**src/sv/aabb_pkg.sv**
```systemverilog
// aabb_pkg: shared widths, constants and controller/datapath link types
`default_nettype none

package aabb_pkg;

  localparam int COORD_W   = 32;
  localparam int FRAC_BITS = 16;

  localparam int NUM_W     = COORD_W + 1;
  localparam int DIV_STEPS = COORD_W - 1;
  localparam int CNT_W     = $clog2(DIV_STEPS);
  localparam int T_W       = (COORD_W > FRAC_BITS + 1) ? COORD_W : FRAC_BITS + 2;
  localparam int TOI_W     = FRAC_BITS + 1;
  localparam int EPS_W     = 16;
  localparam int MAG_CMP_W = (COORD_W > EPS_W) ? COORD_W : EPS_W;

  localparam logic [T_W-1:0] FIX_ONE =
    {{(T_W - FRAC_BITS - 1){1'b0}}, 1'b1, {FRAC_BITS{1'b0}}};

  localparam logic [EPS_W-1:0] EPS_RESET = 16'd16;

  localparam int PADDR_W   = 3;
  localparam int REG_IDX_W = PADDR_W - 2;
  localparam logic [REG_IDX_W-1:0] REG_EPS = 1'b0;

  typedef struct packed {
    logic load;
    logic eval;
    logic div_step;
    logic order;
    logic window;
    logic finish;
  } cmd_t;

  typedef struct packed {
    logic need_div;
    logic last;
  } status_t;

endpackage

`default_nettype wire

```
**src/sv/aabb_div.sv**
```systemverilog
// aabb_div: radix-2 restoring fixed-point divider with saturation
`default_nettype none

module aabb_div (
  input  logic                          clk_i,
  input  logic                          load_i,
  input  logic                          step_i,
  input  logic [aabb_pkg::NUM_W-1:0]    num_i,
  input  logic [aabb_pkg::COORD_W-1:0]  den_i,
  output logic [aabb_pkg::COORD_W-1:0]  quot_o
);

  localparam int CW     = aabb_pkg::COORD_W;
  localparam int NW     = aabb_pkg::NUM_W;
  localparam int STEPS  = aabb_pkg::DIV_STEPS;
  localparam int WIDE_W = NW + aabb_pkg::FRAC_BITS;
  localparam int TOP_W  = WIDE_W - STEPS;
  localparam int CMP_W  = (TOP_W > CW) ? TOP_W : CW;

  logic [NW-1:0]     n_mag;
  logic [CW-1:0]     d_mag;
  logic [WIDE_W-1:0] wide;
  logic [TOP_W-1:0]  top;
  logic              sat;

  logic [CW-1:0]     d_q;
  logic [CW-1:0]     rem_q;
  logic [STEPS-1:0]  low_q;
  logic [STEPS-1:0]  quo_q;
  logic              neg_q;
  logic              sat_q;

  logic [CW:0]       trial;
  logic [CW:0]       diff;
  logic              ge;
  logic [STEPS-1:0]  mag_r;
  logic [CW-1:0]     pos_r;

  always_comb begin
    n_mag = num_i[NW-1] ? (~num_i + 1'b1) : num_i;
    d_mag = den_i[CW-1] ? (~den_i + 1'b1) : den_i;
    wide  = {n_mag, {aabb_pkg::FRAC_BITS{1'b0}}};
    top   = wide[WIDE_W-1 -: TOP_W];
    sat   = CMP_W'(top) >= CMP_W'(d_mag);
  end

  always_comb begin
    trial = {rem_q, low_q[STEPS-1]};
    diff  = trial - {1'b0, d_q};
    ge    = trial >= {1'b0, d_q};
  end

  always_ff @(posedge clk_i) begin
    if (load_i) begin
      d_q   <= d_mag;
      rem_q <= CW'(top);
      low_q <= wide[STEPS-1:0];
      quo_q <= '0;
      neg_q <= num_i[NW-1] ^ den_i[CW-1];
      sat_q <= sat;
    end else if (step_i) begin
      rem_q <= ge ? diff[CW-1:0] : trial[CW-1:0];
      low_q <= {low_q[STEPS-2:0], 1'b0};
      quo_q <= {quo_q[STEPS-2:0], ge};
    end
  end

  always_comb begin
    mag_r  = sat_q ? {STEPS{1'b1}} : quo_q;
    pos_r  = {1'b0, mag_r};
    quot_o = neg_q ? (~pos_r + 1'b1) : pos_r;
  end

endmodule

`default_nettype wire

```
**src/sv/aabb_dp.sv**
```systemverilog
// aabb_dp: axis datapath, entry/leave window state and result register
`default_nettype none

module aabb_dp (
  input  logic                          clk_i,
  input  logic                          rst_ni,
  input  aabb_pkg::cmd_t                cmd_i,
  output aabb_pkg::status_t             status_o,
  input  logic [aabb_pkg::EPS_W-1:0]    eps_i,
  input  logic [aabb_pkg::COORD_W-1:0]  min_a_i,
  input  logic [aabb_pkg::COORD_W-1:0]  max_a_i,
  input  logic [aabb_pkg::COORD_W-1:0]  min_b_i,
  input  logic [aabb_pkg::COORD_W-1:0]  max_b_i,
  input  logic [aabb_pkg::COORD_W-1:0]  velocity_i,
  input  logic                          last_axis_i,
  output logic                          done_o,
  output logic                          hit_o,
  output logic [aabb_pkg::TOI_W-1:0]    toi_o
);

  localparam int CW = aabb_pkg::COORD_W;
  localparam int NW = aabb_pkg::NUM_W;
  localparam int TW = aabb_pkg::T_W;

  logic [CW-1:0] min_a_q, max_a_q, min_b_q, max_b_q, vel_q;
  logic          last_q;
  logic [NW-1:0] num0_q, num1_q;

  logic signed [TW-1:0] t_enter_q, t_leave_q;
  logic signed [TW-1:0] lo_q, hi_q;
  logic                 overlap_q;
  logic                 rejected_q;

  logic                 done_q;
  logic                 hit_q;
  logic [aabb_pkg::TOI_W-1:0] toi_q;

  logic                 axis_ov;
  logic [CW-1:0]        vel_mag;
  logic                 still;
  logic [CW-1:0]        q0, q1;
  logic signed [TW-1:0] q0_ext, q1_ext;
  logic                 q_swap;
  logic signed [TW-1:0] enter_n, leave_n;
  logic                 miss;

  aabb_div u_div0 (
    .clk_i  (clk_i),
    .load_i (cmd_i.eval),
    .step_i (cmd_i.div_step),
    .num_i  (num0_q),
    .den_i  (vel_q),
    .quot_o (q0)
  );

  aabb_div u_div1 (
    .clk_i  (clk_i),
    .load_i (cmd_i.eval),
    .step_i (cmd_i.div_step),
    .num_i  (num1_q),
    .den_i  (vel_q),
    .quot_o (q1)
  );

  always_comb begin
    axis_ov = !(($signed(max_a_q) < $signed(min_b_q)) ||
                ($signed(max_b_q) < $signed(min_a_q)));
    vel_mag = vel_q[CW-1] ? (~vel_q + 1'b1) : vel_q;
    still   = (vel_q == '0) ||
              (aabb_pkg::MAG_CMP_W'(vel_mag) < aabb_pkg::MAG_CMP_W'(eps_i));
    status_o.need_div = !rejected_q && !still;
    status_o.last     = last_q;
  end

  always_comb begin
    q0_ext  = TW'($signed(q0));
    q1_ext  = TW'($signed(q1));
    q_swap  = $signed(q0) > $signed(q1);
    enter_n = (lo_q > t_enter_q) ? lo_q : t_enter_q;
    leave_n = (hi_q < t_leave_q) ? hi_q : t_leave_q;
    miss    = rejected_q || (t_enter_q > $signed(aabb_pkg::FIX_ONE)) ||
              (t_leave_q < 0);
  end

  // beat payload and working values
  always_ff @(posedge clk_i) begin
    if (cmd_i.load) begin
      min_a_q <= min_a_i;
      max_a_q <= max_a_i;
      min_b_q <= min_b_i;
      max_b_q <= max_b_i;
      vel_q   <= velocity_i;
      last_q  <= last_axis_i;
      num0_q  <= {min_b_i[CW-1], min_b_i} - {max_a_i[CW-1], max_a_i};
      num1_q  <= {max_b_i[CW-1], max_b_i} - {min_a_i[CW-1], min_a_i};
    end
    if (cmd_i.order) begin
      lo_q <= q_swap ? q1_ext : q0_ext;
      hi_q <= q_swap ? q0_ext : q1_ext;
    end
    if (cmd_i.finish) begin
      hit_q <= overlap_q || !miss;
      toi_q <= (overlap_q || miss || (t_enter_q < 0)) ? '0 :
               t_enter_q[aabb_pkg::TOI_W-1:0];
    end
  end

  // pair state
  always_ff @(posedge clk_i or negedge rst_ni) begin
    if (!rst_ni) begin
      t_enter_q  <= '0;
      t_leave_q  <= aabb_pkg::FIX_ONE;
      overlap_q  <= 1'b1;
      rejected_q <= 1'b0;
      done_q     <= 1'b0;
    end else begin
      done_q <= cmd_i.finish && last_q;
      if (cmd_i.eval) begin
        if (!axis_ov) begin
          overlap_q <= 1'b0;
        end
        if (!rejected_q && still && !axis_ov) begin
          rejected_q <= 1'b1;
        end
      end
      if (cmd_i.window) begin
        t_enter_q <= enter_n;
        t_leave_q <= leave_n;
        if (enter_n > leave_n) begin
          rejected_q <= 1'b1;
        end
      end
      if (cmd_i.finish && last_q) begin
        t_enter_q  <= '0;
        t_leave_q  <= aabb_pkg::FIX_ONE;
        overlap_q  <= 1'b1;
        rejected_q <= 1'b0;
      end
    end
  end

  assign done_o = done_q;
  assign hit_o  = hit_q;
  assign toi_o  = toi_q;

endmodule

`default_nettype wire

```
**src/sv/aabb_ctrl.sv**
```systemverilog
// aabb_ctrl: sequencer for one axis beat (evaluate, divide, order, window, finish)
`default_nettype none

module aabb_ctrl (
  input  logic              clk_i,
  input  logic              rst_ni,
  input  logic              start_i,
  input  aabb_pkg::status_t status_i,
  output aabb_pkg::cmd_t    cmd_o,
  output logic              busy_o
);

  typedef enum logic [2:0] {
    ST_IDLE,
    ST_EVAL,
    ST_DIV,
    ST_ORDER,
    ST_WIN,
    ST_FIN
  } state_e;

  state_e                     state_q, state_d;
  logic [aabb_pkg::CNT_W-1:0] cnt_q, cnt_d;

  always_comb begin
    state_d = state_q;
    cnt_d   = cnt_q;
    cmd_o   = '0;
    case (state_q)
      ST_IDLE: begin
        if (start_i) begin
          cmd_o.load = 1'b1;
          state_d    = ST_EVAL;
        end
      end
      ST_EVAL: begin
        cmd_o.eval = 1'b1;
        if (status_i.need_div) begin
          cnt_d   = aabb_pkg::CNT_W'(aabb_pkg::DIV_STEPS - 1);
          state_d = ST_DIV;
        end else begin
          state_d = ST_FIN;
        end
      end
      ST_DIV: begin
        cmd_o.div_step = 1'b1;
        if (cnt_q == '0) begin
          state_d = ST_ORDER;
        end else begin
          cnt_d = cnt_q - 1'b1;
        end
      end
      ST_ORDER: begin
        cmd_o.order = 1'b1;
        state_d     = ST_WIN;
      end
      ST_WIN: begin
        cmd_o.window = 1'b1;
        state_d      = ST_FIN;
      end
      ST_FIN: begin
        cmd_o.finish = 1'b1;
        state_d      = ST_IDLE;
      end
      default: begin
        state_d = ST_IDLE;
      end
    endcase
  end

  always_ff @(posedge clk_i or negedge rst_ni) begin
    if (!rst_ni) begin
      state_q <= ST_IDLE;
      cnt_q   <= '0;
    end else begin
      state_q <= state_d;
      cnt_q   <= cnt_d;
    end
  end

  assign busy_o = (state_q != ST_IDLE);

endmodule

`default_nettype wire

```
**src/sv/swept_aabb_toi_top.sv**
```systemverilog
// swept_aabb_toi_top: swept box time-of-impact block, config register and wiring
//
//   channel   direction  handshake                  payload
//   config    in/out     psel penable pwrite pready paddr pwdata prdata
//   axis      in         start & !busy              min_a_i max_a_i min_b_i max_b_i
//                                                   velocity_i last_axis_i
//   result    out        done_o (one-cycle strobe)  hit_o toi_o
//
// a moving axis beat keeps busy high through an evaluate state, the steps of the two
// parallel radix-2 dividers (one quotient bit per step, 31 bits), then order, window and
// finish states; a still or already rejected axis goes from evaluate straight to finish.
// the result of a last-axis beat is strobed in the first cycle with busy low,
// and a new beat may be accepted at the edge that ends that cycle. reset clears
// the pair window and sets the threshold to 16. the receiver cannot stall, so
// done_o is never held.
`default_nettype none

module swept_aabb_toi_top (
  input  logic                            clk_i,
  input  logic                            rst_ni,
  input  logic                            psel,
  input  logic                            penable,
  input  logic                            pwrite,
  input  logic [aabb_pkg::PADDR_W-1:0]    paddr,
  input  logic [31:0]                     pwdata,
  output logic [31:0]                     prdata,
  output logic                            pready,
  input  logic                            start,
  output logic                            busy,
  input  logic [aabb_pkg::COORD_W-1:0]    min_a_i,
  input  logic [aabb_pkg::COORD_W-1:0]    max_a_i,
  input  logic [aabb_pkg::COORD_W-1:0]    min_b_i,
  input  logic [aabb_pkg::COORD_W-1:0]    max_b_i,
  input  logic [aabb_pkg::COORD_W-1:0]    velocity_i,
  input  logic                            last_axis_i,
  output logic                            done_o,
  output logic                            hit_o,
  output logic [aabb_pkg::TOI_W-1:0]      toi_o
);

  logic [aabb_pkg::EPS_W-1:0]     eps_q;
  logic [aabb_pkg::REG_IDX_W-1:0] reg_idx;
  logic                           cfg_wr;
  aabb_pkg::cmd_t                 cmd;
  aabb_pkg::status_t              status;

  assign pready  = 1'b1;
  assign reg_idx = paddr[aabb_pkg::PADDR_W-1:2];
  assign cfg_wr  = psel && penable && pwrite && pready && (reg_idx == aabb_pkg::REG_EPS);
  assign prdata  = (reg_idx == aabb_pkg::REG_EPS) ? 32'(eps_q) : '0;

  always_ff @(posedge clk_i or negedge rst_ni) begin
    if (!rst_ni) begin
      eps_q <= aabb_pkg::EPS_RESET;
    end else if (cfg_wr) begin
      eps_q <= pwdata[aabb_pkg::EPS_W-1:0];
    end
  end

  aabb_ctrl u_ctrl (
    .clk_i    (clk_i),
    .rst_ni   (rst_ni),
    .start_i  (start),
    .status_i (status),
    .cmd_o    (cmd),
    .busy_o   (busy)
  );

  aabb_dp u_dp (
    .clk_i       (clk_i),
    .rst_ni      (rst_ni),
    .cmd_i       (cmd),
    .status_o    (status),
    .eps_i       (eps_q),
    .min_a_i     (min_a_i),
    .max_a_i     (max_a_i),
    .min_b_i     (min_b_i),
    .max_b_i     (max_b_i),
    .velocity_i  (velocity_i),
    .last_axis_i (last_axis_i),
    .done_o      (done_o),
    .hit_o       (hit_o),
    .toi_o       (toi_o)
  );

endmodule

`default_nettype wire

```
**config.mk**
```make
export PLATFORM = sky130hd
export DESIGN_NAME = swept_aabb_toi_top
export DESIGN_NICKNAME = d
export VERILOG_FILES = /design/src/sv/aabb_pkg.sv /design/src/sv/aabb_div.sv /design/src/sv/aabb_dp.sv /design/src/sv/aabb_ctrl.sv /design/src/sv/swept_aabb_toi_top.sv
export SDC_FILE = /design/constraint.sdc
export NUM_CORES = 2
export LEC_CHECK = 0
export ABC_AREA = 1
export BUFFER_PORTS_ARGS = -buffer_cell sky130_fd_sc_hd__buf_4
export CAP_MARGIN = 20
export CORE_MARGIN = 2
export CORE_UTILIZATION = 40
export CTS_BUF_LIST = sky130_fd_sc_hd__clkbuf_4
export DETAILED_ROUTE_END_ITERATION = 12
export PLACE_DENSITY_LB_ADDON = 0.1
export SLEW_MARGIN = 20
export SYNTH_ARGS = -nofsm -noshare
export SYNTH_HDL_FRONTEND = slang
export SYNTH_SLANG_ARGS = --single-unit
```
**constraint.sdc**
```tcl
create_clock -name clk_i -period 17 [get_ports clk_i]
set_input_delay 1.7 -clock clk_i [delete_from_list [all_inputs] [get_ports clk_i]]
set_output_delay 1.7 -clock clk_i [all_outputs]
set_load 0.05 [all_outputs]
```
### Yosys cells after proc, flatten, opt, wreduce, memory -nomap -nowiden

Index checks and enable logic that the tools add are counted.

| word-level totals | value |
|---|---|
| output and inout port bits | 53 |
| bits in registers | 592 |
| word-level logic and storage cells | 151 |

| cells by class | value |
|---|---|
| muxes and demuxes | 48 |
| $add $sub $neg | 10 |
| reductions and logical operators | 29 |
| equality and inequality tests | 9 |
| order comparisons | 14 |
| bitwise gates (word level) | 8 |

Operator list:

| operator | count |
|---|---|
| $mux W32 | 13 |
| $mux W31 | 6 |
| $add A32 B1 Y32 const B | 3 |
| $gt A32 B32 Y1 | 3 |
| $lt A32 B32 Y1 | 3 |
| $mux W18 | 4 |
| $add A33 B1 Y33 const B | 2 |
| $ge A33 B32 Y1 | 2 |
| $mux W33 | 2 |
| $not A33 Y33 | 2 |
| $sub A32 B32 Y33 | 2 |
| $ge A18 B32 Y1 | 2 |
| $lt A32 B1 Y1 const B | 2 |
| $not A31 Y32 | 2 |
| $sub A32 B32 Y32 | 2 |
| $gt A32 B18 Y1 const B | 1 |
| $logic_not A32 Y1 | 1 |
| $lt A32 B16 Y1 | 1 |
| $not A32 Y32 | 1 |
| $mux W16 | 1 |
| $mux W1 | 15 |
| $pmux W3 S5 | 1 |
| $mux W5 | 2 |
| $pmux W5 S2 | 1 |
| other kinds (18) | 44 |

### Longest topological paths before layout

| depth | value |
|---|---|
| depth after elaboration | 12 |
| gate-level depth with buffers | 31 |
| gate-level depth less buffers | 29 |

### Modules after synthesis

Synthesis repeated with hierarchy kept, for this count alone.

| unflattened totals | value |
|---|---|
| cells, all modules | 5,919 |
| area, all modules | 45,192.1 um^2 |

By module, submodules not included:

| module | cells each | instances | area an instance (um^2) | sequential area each (um^2) |
|---|---|---|---|---|
| aabb_dp | 2,766 | 1 | 24,166.9 | 10,958.0 |
| aabb_div at u_dp.u_div1 | 1,486 | 1 | 9,821.9 | 2,912.8 |
| aabb_div at u_dp.u_div0 | 1,471 | 1 | 9,735.6 | 2,912.8 |
| swept_aabb_toi_top | 125 | 1 | 939.7 | 401.6 |
| aabb_ctrl | 71 | 1 | 528.0 | 200.2 |

### Worst setup path after synthesis

OpenSTA, ideal clock, no wires.

| timing | value |
|---|---|
| path type | input-to-reg |
| start point | input start |
| end point | register u_dp.last_q, enable pin |
| required time | 16.183 ns |
| arrival time | 11.058 ns |
| slack | 5.124 ns |
| path buffers | 0 |
| setup time | 0.817 ns |
| cell stages on the path | 2 |
| cell sequence | inv_1 -> nor2_1 |

RTL lines:

| element | line | RTL |
|---|---|---|
| start, declared | swept_aabb_toi_top.sv:28 | `input logic start,` |
| end signal, assigned | aabb_dp.sv:93 | `last_q <= last_axis_i;` |
| end, declared | aabb_dp.sv:26 | `logic last_q;` |

### Worst setup path in the final report

| timing | value |
|---|---|
| start point | register u_dp.u_div1.sat_q |
| end point | register u_dp.lo_q[31] (data pin) |

| between the ends | value |
|---|---|
| word-level cells in the longest chain between the ends | 6 |

RTL lines:

| element | line | RTL |
|---|---|---|
| start, declared | aabb_div.sv:31 | `logic sat_q;` |
| start signal, assigned | aabb_div.sv:60 | `sat_q <= sat;` |
| $mux W31 (*) | aabb_div.sv:69 | `mag_r = sat_q ? {STEPS{1'b1}} : quo_q;` |
| $not A31 Y32 | aabb_div.sv:71 | `quot_o = neg_q ? (~pos_r + 1'b1) : pos_r;` |
| $add A32 B1 Y32 | aabb_div.sv:71 |  |
| $mux W32 (*) | aabb_div.sv:71 |  |
| $gt A32 B32 Y1 | aabb_dp.sv:78 | `q_swap = $signed(q0) > $signed(q1);` |
| $mux W32 (*) | aabb_dp.sv:98 | `lo_q <= q_swap ? q1_ext : q0_ext;` |
| end signal, assigned | aabb_dp.sv:98 |  |
| end, declared | aabb_dp.sv:30 | `logic signed [TW-1:0] lo_q, hi_q;` |

Every way passes the cells marked *; elsewhere a longest branch is shown, timed or not.
A chain may end at the register's enable or synchronous reset.

==> impl_metrics.yaml <==
cts:
  cts_tree: "done"
  clock_latency_ns: 1.11
  cts_buffers: 171
  tritoncts_num_sinks: 592
  clock-root-buffer: "sky130_fd_sc_hd__clkbuf_4"
  clk_pin_slew_worst_paths_ns: 0.07
  maximum_level_of_the_cts_h_tree: 4
  cts_hold_buf: 0
  cts_repair_resize_count: 0
  cts_buffer_depth: 3
  cts_setup_buffers: 0
global_routing:
  wire_length_of_the_first_global_routing_pass_mm: 172
  number_of_global_route_vias_before_repair: 32200
  gr-usage-all-layers_pct: 21.1
  globalRouteOverflowTotal: 0
  grt_antenna_before_repair: 3
  grt_max_degree: 179
timing:
  hold_viol: 0
  timing.max_slew.rel_slack_pct: 24.5
  timing.final.crit_period_ns: 5.79
  finalMaxSlewViolations: 0
  fin_skew_ns: 0.0786
  final_period_utilization_pct: 34.1
  setup_viol_count_final: 0
  fmax_mhz: 173
  setup_total_negative_slack_ns: 0
  rsz0062_at_grt: "no"
  slew_of_the_pin_with_the_lowest_slew_margin_ns: 1.13
critical_path:
  timing_worst_setup_path_type: "flip-flop to flip-flop"
  critPathCaptureType: "flip-flop"
  worstPathRequired_ns: 17.74
  worst_setup_path_start_kind: "flip-flop"
  cp_max_fo: 99
  timing.reg2reg.worst_path_depth: 21
  worst_path_arrival_time_ns: 6.53
power:
  power-per-cell-area_mw_per_mm2: 178
  ir_drop_mv: 0.118
  p_leak_nw: 21.3
synth:
  yosys_warnings: 0
  ys_seq_elements: 592
  syn_avg_cell_area_um2: 8.09
  synth.distinct_cells: 56
  yosysSeqAreaShare_pct: 40.7
  mappedNetlistArea_mm2: 0.0404
  synth-main-ff-cell: "sky130_fd_sc_hd__edfxtp_1"
  async_flop_share_pct: 15.4
  synth_cells: 4990
  synth_enable_flop_cells: 411
routing:
  antenna_violating_nets_remaining: 0
  drt_first_pass_iters: 6
  first_iter_violations: 2162
  avgViaCountPerCell: 4.99
  dr_vias: 33600
  post-route-drc-count: 0
  wirelength_mm: 108
  avg_wl_per_cell_um: 16.1
job:
  maxCapViolCount: 0
placement:
  dp.final_hpwl_mm: 83.6
  globalplace.congestion: 0.936
  numPlacedInstances: 6411
  io_buffer_count: 219
floorplan:
  die_y_extent_um: 322
  ios: 255
  design.die.area_mm2: 0.103
  floorplan_row_count: 116
  initial_core_util_pct: 40.4
  standard_cell_core_area_mm2: 0.100
  die_width_um: 322
finish:
  drive_above_1_share_pct: 11.5
  biggestRegsByFlops: "u_dp.num0_q x33, u_dp.num1_q x33"
  layout.nets: 5868
  finish.cell_count_without_fillers: 6734
  syn_to_final_growth_pct: 12.9
min_path:
  worst_hold_path_type: "flip-flop to flip-flop"
  hold-path-cell-count: 2
status:
  outcome: "finished, final reports clean"
==> kinds of logic (layout without fill, tap and decap cells) <==
logic type / count (synthesis) / after routing / share of synthesized area, %
other cells: 2 / 21 / 0.0186
buf+inv: 845 / 1272 / 8.30
xor+xnor: 233 / 233 / 5.13
flops: 592 / 592 / 40.7
compound gates: 793 / 793 / 10.8
fa+ha+maj: 379 / 379 / 11.8
simple gates: 2146 / 2146 / 23.2
==> synth_stat cells (all sizes together) (76+ instances only) <==
cell	number	area share (%)
edfxtp	411	31
nand2	1165	11
nor2	417	4.1
xnor2	76	1.7
dfxtp	90	4.5
dfrtp	88	5.5
ha	375	12
xor2	157	3.5
a21oi	316	4.0
inv	707	6.6
o21ai	296	3.7
nand3	245	3.1
nand3b	92	1.7
==> layout by cell type, fill, tap and decap left out, types with 8 or more instances in the layout <==
master	instances
sky130_fd_sc_hd__nand2_1	1151
sky130_fd_sc_hd__inv_1	695
sky130_fd_sc_hd__edfxtp_1	411
sky130_fd_sc_hd__nor2_1	393
sky130_fd_sc_hd__ha_1	375
sky130_fd_sc_hd__a21oi_1	312
sky130_fd_sc_hd__o21ai_0	268
sky130_fd_sc_hd__clkbuf_4	258
sky130_fd_sc_hd__buf_4	245
sky130_fd_sc_hd__nand3_1	241
sky130_fd_sc_hd__xor2_1	154
sky130_fd_sc_hd__nand3b_1	92
sky130_fd_sc_hd__dfxtp_1	90
sky130_fd_sc_hd__dfrtp_1	88
sky130_fd_sc_hd__xnor2_1	75
sky130_fd_sc_hd__nand4_1	62
sky130_fd_sc_hd__nor3_1	62
sky130_fd_sc_hd__o22ai_1	60
sky130_fd_sc_hd__clkinv_1	38
sky130_fd_sc_hd__and2_1	35
sky130_fd_sc_hd__nor4_1	34
sky130_fd_sc_hd__o211ai_1	25
sky130_fd_sc_hd__o21ai_1	24
sky130_fd_sc_hd__a21o_1	23
sky130_fd_sc_hd__nor2_2	18
sky130_fd_sc_hd__o21bai_1	18
sky130_fd_sc_hd__or2_2	17
sky130_fd_sc_hd__conb_1	17
sky130_fd_sc_hd__inv_2	16
sky130_fd_sc_hd__a31oi_1	16
sky130_fd_sc_hd__o31ai_1	13
sky130_fd_sc_hd__o21a_1	11
sky130_fd_sc_hd__nand2_2	9
sky130_fd_sc_hd__a21boi_0	8
==> worst paths after layout <==
| check | start | endpoint | slack (ns) |
|---|---|---|---|
| hold reg to reg | u_dp.u_div0.quo_q[30] | u_dp.u_div0.quo_q[30] | 0.46 |
| setup reg to reg | u_dp.u_div1.sat_q | u_dp.lo_q[31] | 11.21 |
| max in group asynchronous | rst_ni | u_dp.t_enter_q[6] | 15.17 |
| setup / recovery | u_dp.u_div1.sat_q | u_dp.lo_q[31] | 11.21 |
| min in group asynchronous | rst_ni | eps_q[11] | 0.68 |
| hold / removal | u_dp.u_div0.quo_q[30] | u_dp.u_div0.quo_q[30] | 0.46 |
==> where the power goes <==
part	switching, W	total, W	leakage (nW)	internal, W
sequential	0.000203	0.00234	5.67	0.00214
clock	0.000650	0.00138	1.34	0.000727
combinational	0.00294	0.00440	14.3	0.00147
total	0.00379	0.00812	21.3	0.00433
==> worst max-delay path: stages, from the launching register on <==
cell,delay (ns)
sky130_fd_sc_hd__edfxtp_1,0.36
sky130_fd_sc_hd__buf_4,0.25
sky130_fd_sc_hd__nor2_1,0.24
sky130_fd_sc_hd__ha_1,0.24
sky130_fd_sc_hd__nand3_1,0.15
sky130_fd_sc_hd__nor2_2,0.15
sky130_fd_sc_hd__inv_1,0.07
sky130_fd_sc_hd__nor2_2,0.13
sky130_fd_sc_hd__inv_2,0.07
sky130_fd_sc_hd__nor2_1,0.08
sky130_fd_sc_hd__nand2_1,0.12
sky130_fd_sc_hd__nor2_2,0.12
sky130_fd_sc_hd__nor2_1,0.06
sky130_fd_sc_hd__xor2_1,0.30
sky130_fd_sc_hd__inv_1,0.10
sky130_fd_sc_hd__ha_1,0.30
sky130_fd_sc_hd__nand4_1,0.12
sky130_fd_sc_hd__nor3_1,0.35
sky130_fd_sc_hd__nand4_1,0.72
sky130_fd_sc_hd__nand2_2,0.53
sky130_fd_sc_hd__buf_4,0.68
sky130_fd_sc_hd__o21ai_1,0.29
==> per-stage QoR <==
stage               total power, W  hold WS, ns  instance area [um2]  utilization [%]  worst slack [ns]
global placement           0.00669        0.444                43200             43.2             11.17
floorplan                  0.00563        0.429                40400                -              5.12
finish                     0.00812        0.462                45600             45.6             11.21
CTS                        0.00819        0.464                45500             45.5             11.18
detailed placement         0.00674        0.448                43200             43.2             11.18
global route               0.00898        0.493                45600             45.6             10.59
==> routing by layer <==
metal	vias up	share of wire, %	GRT usage, %
met3	162	5.0	3.55
met4	0	2.0	6.56
met1	15300	49	30.0
met5	-	0	0
met2	732	44	32.7
li1	17400	-	-
==> layout make-up <==
| cell class | instances | area (um2) |
|---|---|---|
| Sequential cell | 592 | 16400 |
| Antenna cell | 4 | 10.0 |
| Multi-Input combinational cell | 3568 | 20700 |
| Clock buffer | 258 | 1940 |
| Inverter | 707 | 2650 |
| Tap cell | 1298 | 1620 |
| Fill cell | 10100 | 54400 |
| Timing Repair Buffer | 247 | 1890 |
| Clock inverter | 60 | 327 |
(Power assumes the default switching activity.)
